[src/hdl/sid_pkg.sv]
// Shared constants, register codes and reset values for the integrate-and-dump averager.
package sid_pkg;

  localparam int DEF_MAX_FRAME_ELEMENTS = 4096;
  localparam int DEF_SAMPLE_BITS        = 48;

  localparam int SUM_W     = 64;
  localparam int FLEN_W    = 13;
  localparam int PERIOD_W  = 17;
  localparam int CAP_W     = 16;
  localparam int IDX_OUT_W = 12;
  localparam int CFG_IDX_W = 2;
  localparam int CFG_DAT_W = 17;

  localparam logic [CFG_IDX_W-1:0] CFG_FRAME_LENGTH       = 2'd0;
  localparam logic [CFG_IDX_W-1:0] CFG_INTEGRATION_PERIOD = 2'd1;
  localparam logic [CFG_IDX_W-1:0] CFG_CAPTURE_LENGTH     = 2'd2;

  localparam logic [FLEN_W-1:0]   RST_FRAME_LENGTH       = 13'd512;
  localparam logic [PERIOD_W-1:0] RST_INTEGRATION_PERIOD = 17'd1;
  localparam logic [CAP_W-1:0]    RST_CAPTURE_LENGTH     = 16'd1;

endpackage

[src/hdl/sid_divider.sv]
// Restoring divider, one quotient bit per cycle.
module sid_divider
  import sid_pkg::*;
#(
  parameter int DVD_W = 64,
  parameter int DVS_W = 17
) (
  input  logic             clk,
  input  logic             rst_n,
  input  logic             start,
  input  logic [DVD_W-1:0] dividend,
  input  logic [DVS_W-1:0] divisor,
  output logic             busy,
  output logic [DVD_W-1:0] quotient,
  output logic [DVS_W-1:0] remainder
);

  localparam int CNT_W = $clog2(DVD_W + 1);

  logic             busy_r;
  logic [CNT_W-1:0] cnt_r;
  logic [DVD_W-1:0] q_r;
  logic [DVS_W-1:0] rem_r;
  logic [DVS_W-1:0] d_r;
  logic [DVS_W:0]   trial;
  logic [DVS_W:0]   diff;
  logic             ge;

  assign trial = {rem_r, q_r[DVD_W-1]};
  assign diff  = trial - {1'b0, d_r};
  assign ge    = trial >= {1'b0, d_r};

  always_ff @(posedge clk) begin
    if (!rst_n) begin
      busy_r <= 1'b0;
      cnt_r  <= '0;
    end else if (start) begin
      busy_r <= 1'b1;
      cnt_r  <= CNT_W'(DVD_W);
    end else if (busy_r) begin
      cnt_r <= cnt_r - CNT_W'(1);
      if (cnt_r == CNT_W'(1)) begin
        busy_r <= 1'b0;
      end
    end
  end

  always_ff @(posedge clk) begin
    if (start) begin
      q_r   <= dividend;
      rem_r <= '0;
      d_r   <= divisor;
    end else if (busy_r) begin
      rem_r <= ge ? diff[DVS_W-1:0] : trial[DVS_W-1:0];
      q_r   <= {q_r[DVD_W-2:0], ge};
    end
  end

  assign busy      = busy_r;
  assign quotient  = q_r;
  assign remainder = rem_r;

endmodule

[config.mk]
export PLATFORM = sky130hd
export DESIGN_NAME = sid_divider
export DESIGN_NICKNAME = d
export VERILOG_FILES = /design/src/hdl/sid_pkg.sv /design/src/hdl/sid_divider.sv
export SDC_FILE = /design/constraint.sdc
export NUM_CORES = 1
export LEC_CHECK = 0
export ABC_AREA = 1
export BUFFER_PORTS_ARGS = -buffer_cell sky130_fd_sc_hd__clkbuf_2
export CORE_ASPECT_RATIO = 0.9
export CORE_UTILIZATION = 52
export DETAILED_ROUTE_END_ITERATION = 10
export PLACE_DENSITY = 0.85
export SYNTH_ARGS = -nofsm -noshare
export SYNTH_HDL_FRONTEND = slang
export SYNTH_SLANG_ARGS = --single-unit
export TNS_END_PERCENT = 1
[constraint.sdc]
create_clock -name clk -period 4.3 [get_ports clk]
set_clock_uncertainty 0.1 [all_clocks]
set_input_delay 1.29 -clock clk [delete_from_list [all_inputs] [get_ports clk]]
set_output_delay 1.29 -clock clk [all_outputs]
set_load 0.05 [all_outputs]
==> results.md <==
- Highest achievable clock rate: 357 MHz
- Cells traversed along the worst timing path: buf_2 > inv_2 > buf_4 > nor2_1 > a31oi_1
- Number of antenna diodes: 0
- Async S/R FF share, synth: 0%
- Worst-path clk slew: 0.07 ns
- Post-CTS resize count: 0
- Worst VDD drop: 0.000280 V
- Post CTS Setup Buffer Count: 0
- Floorplan die area: 0.0113 sq mm
- Number of DRC markers after the initial detailed-route iteration: 291
- Clock period minus final worst setup slack: 2.80 ns
- Cell count after synthesis: 687
- Total leakage power: 3.73 nW
- Antenna violation net count after detailed routing: 0
- Flip-flop and latch count after synthesis: 106
- Launch instance of the worst register-to-register path: quotient[63]
- Met3 Resource Use GR: 6.61%
- CP delay by family, top: buffers and inverters
- Area inside the core boundary: 0.0104 sq mm
- Non-filler instance count after layout: 982
- HPWL after DPL: 9800 um
- CTS Root Buffer Type: sky130_fd_sc_hd__clkbuf_16
- Post-Synth XOR/XNOR Area: 1.39%
- Levels on crit path: 5
- Element type at the critical path start: input pin
- Number of synthesis warnings: 0
- Max-slew headroom: 57.8%
- Area of the mapped netlist: 0.00566 sq mm
- Total number of vias: 4876
- Y dimension of the die: 101 um
- GR met2 Demand/Resource: 42.7%
- Least-Margin Pin Slew: 0.633 ns
- Global routing usage summed across all routing layers: 23.9%
- Number of global-route vias before repair: 4648
- Maximum number of pins on one net before global-route repair: 74
- Worst reg-to-reg setup slack: 1.61 ns
- Worst Hold Path Cells: 1
- Count of flip-flops with a built-in enable after synthesis: 81
- Critical path's slowest cell: sky130_fd_sc_hd__buf_2
- Max stage delay on crit path: 0.50 ns
- Post-detailed-route wirelength per cell: 13.5 um
- Maximum level of the CTS H-tree: 3
- Share of layout cells above drive strength 1: 24.9%
- Startpoint of the tightest hold check path: cnt_r[4]
- Top cell type's share of synthesized area: 43.0%
- Average via count per standard cell: 4.97
- Result of the run: finished, violations left
- Number of placed instances, taps included: 966
- Minimum setup slack after placement: 1.13 ns
- Latest clock arrival within the worst-skew pair: 0.35 ns
- Dominant cells by area after synthesis: sky130_fd_sc_hd__edfxtp_1 (43%), sky130_fd_sc_hd__nand2_1 (21%), sky130_fd_sc_hd__dfxtp_1 (8.8%), sky130_fd_sc_hd__inv_1 (5.8%), sky130_fd_sc_hd__ha_1 (4.2%)
- Most congested layer reported by global routing: met2
- Max Transition Viols Final: 0
- Total Wirelength: 13300 um
- Utilization after layout: 66.1%
- Adder-cell share of the synthesized area: 4.55%
- Top_reg_cell synth: sky130_fd_sc_hd__edfxtp_1
- Number of port buffers: 165
- Count of hold-fix buffers inserted at cts: 0
- Buf/Inv on CP: 3
- Final setup fails: 0
- Max-Cap Viols: 0
- Number of nets in the layout: 952
- Last weighted congestion value of the routability-driven placer: 0.882
- CP required: 4.27 ns
- Multiplexer fraction of the synthesized cell area: 0%
- Clock tree from TritonCTS: yes
- Met1 track demand over resource: 28.0%
- Arrival @ worst endpoint: 2.77 ns
- Number of iterations in the first detailed-routing pass: 8
- Number of clock buffers inserted by TritonCTS: 9
- Post-synthesis compound-gate area fraction: 3.07%
- CP endpoint kind: register
- Reg2Reg Capture Point: remainder[12]
- Worst-case reg-to-reg path depth: 11
- Critical path start-end classification: in2reg
- Most used standard cell by instance count after synthesis: sky130_fd_sc_hd__nand2_1
- Number of antenna violations at the first check in global routing: 0
- Count of endpoints failing hold in the final timing report: 0
- Count of boundary I/O pins: 166
- Yosys top cell by area: sky130_fd_sc_hd__edfxtp_1
- Hold/Removal Path Class: reg2reg
- Floorplan die width: 112 um
- Maximum root-to-sink buffer count: 2
- Mapped Nets: 791
- Share of synthesized cell area in and, or, nand and nor gates: 31.0%
- Failing checks: design-rule violations
- Part of the Yosys area used for sequential elements: 51.8%
- Remaining routing DRC violations: 3
- Crit share post-route: 65.2%
- Combinational family with the most area after synthesis: simple AND/OR/NAND/NOR gates
- CP Max Fanout: 36
- Distinct cells, synth: 37
- Global-route wire length before repair: 21300 um
- Setup repair after global routing missed its margin: no
- P per Cell Area: 391 mW/mm^2
- Clock sink count: 106
- Hold worst-path end: cnt_r[4]
- Worst setup slack after layout: 1.50 ns
- Post-synthesis to final-layout area growth: 21.8%
- List of most frequent post-synthesis cells: sky130_fd_sc_hd__nand2_1 (322), sky130_fd_sc_hd__inv_1 (87), sky130_fd_sc_hd__edfxtp_1 (81)
- Initial standard-cell utilization of the core: 54.3%
- Standard-cell rows: 35
- Overflow left after global routing: 0
- Final-layout setup total negative slack: 0 ns
- Per-instance average area after synthesis: 8.24 sq um
sequential cells by signal, summed over array words and instances, names as in the netlist:
name,cells
quotient,64
busy,1
remainder,17
d_r,17
cnt_r,7
worst max path at each step:
stage	from	to
floorplan	start	quotient[0]
global placement	start	quotient[0]
detailed placement	start	quotient[0]
CTS	start	quotient[0]
global route	start	quotient[0]
finish	start	quotient[0]
power breakdown:
part / leakage (nW) / switching (mW) / internal, mW
logic: 2.54 / 0.410 / 0.136
clock network: 0.164 / 0.382 / 0.511
registers: 1.03 / 0.0494 / 1.20
cell type report:
cell class,count,area [sq um]
well taps,129,161
fillers,856,3530
repair buffers,170,876
flip-flops and latches,106,2930
multi-input cells,473,2260
clock buffers,11,264
clock inverters,5,63.8
inverters,88,330
per-stage QoR:
step	power, mW	hold WS [ns]	cell area (sq um)
floorplan	1.66	0.336	5660
global placement	1.81	0.358	6560
detailed placement	1.82	0.370	6560
CTS	2.71	0.384	6890
global route	2.79	0.402	6890
finish	2.69	0.384	6890
placed cells by master, fill, tap and decap left out, types with 6 or more instances in the layout:
cell type and count:
sky130_fd_sc_hd__clkbuf_16 10, sky130_fd_sc_hd__a21oi_1 10, sky130_fd_sc_hd__clkbuf_2 164, sky130_fd_sc_hd__nand3_1 41
sky130_fd_sc_hd__o21ai_0 8, sky130_fd_sc_hd__ha_1 19, sky130_fd_sc_hd__nand3_2 7, sky130_fd_sc_hd__edfxtp_1 81
sky130_fd_sc_hd__nand2_1 322, sky130_fd_sc_hd__xnor2_1 6, sky130_fd_sc_hd__dfxtp_1 25, sky130_fd_sc_hd__nor2_1 19
sky130_fd_sc_hd__inv_1 86
cells by family after synthesis:
kind of cell	after synthesis
simple gates	415
compound gates	29
buf+inv	108
fa+ha+maj	20
flops	106
xor+xnor	9
per-layer routing:
| layer | vias to the layer above | part of all wire (%) |
|---|---|---|
| met1 | 2165 | 41 |
| met5 | - | 0 |
| met3 | 32 | 7.6 |
| li1 | 2490 | - |
| met4 | 0 | 2.2 |
| met2 | 189 | 49 |
No activity file was read; power rests on OpenSTA's default activity.
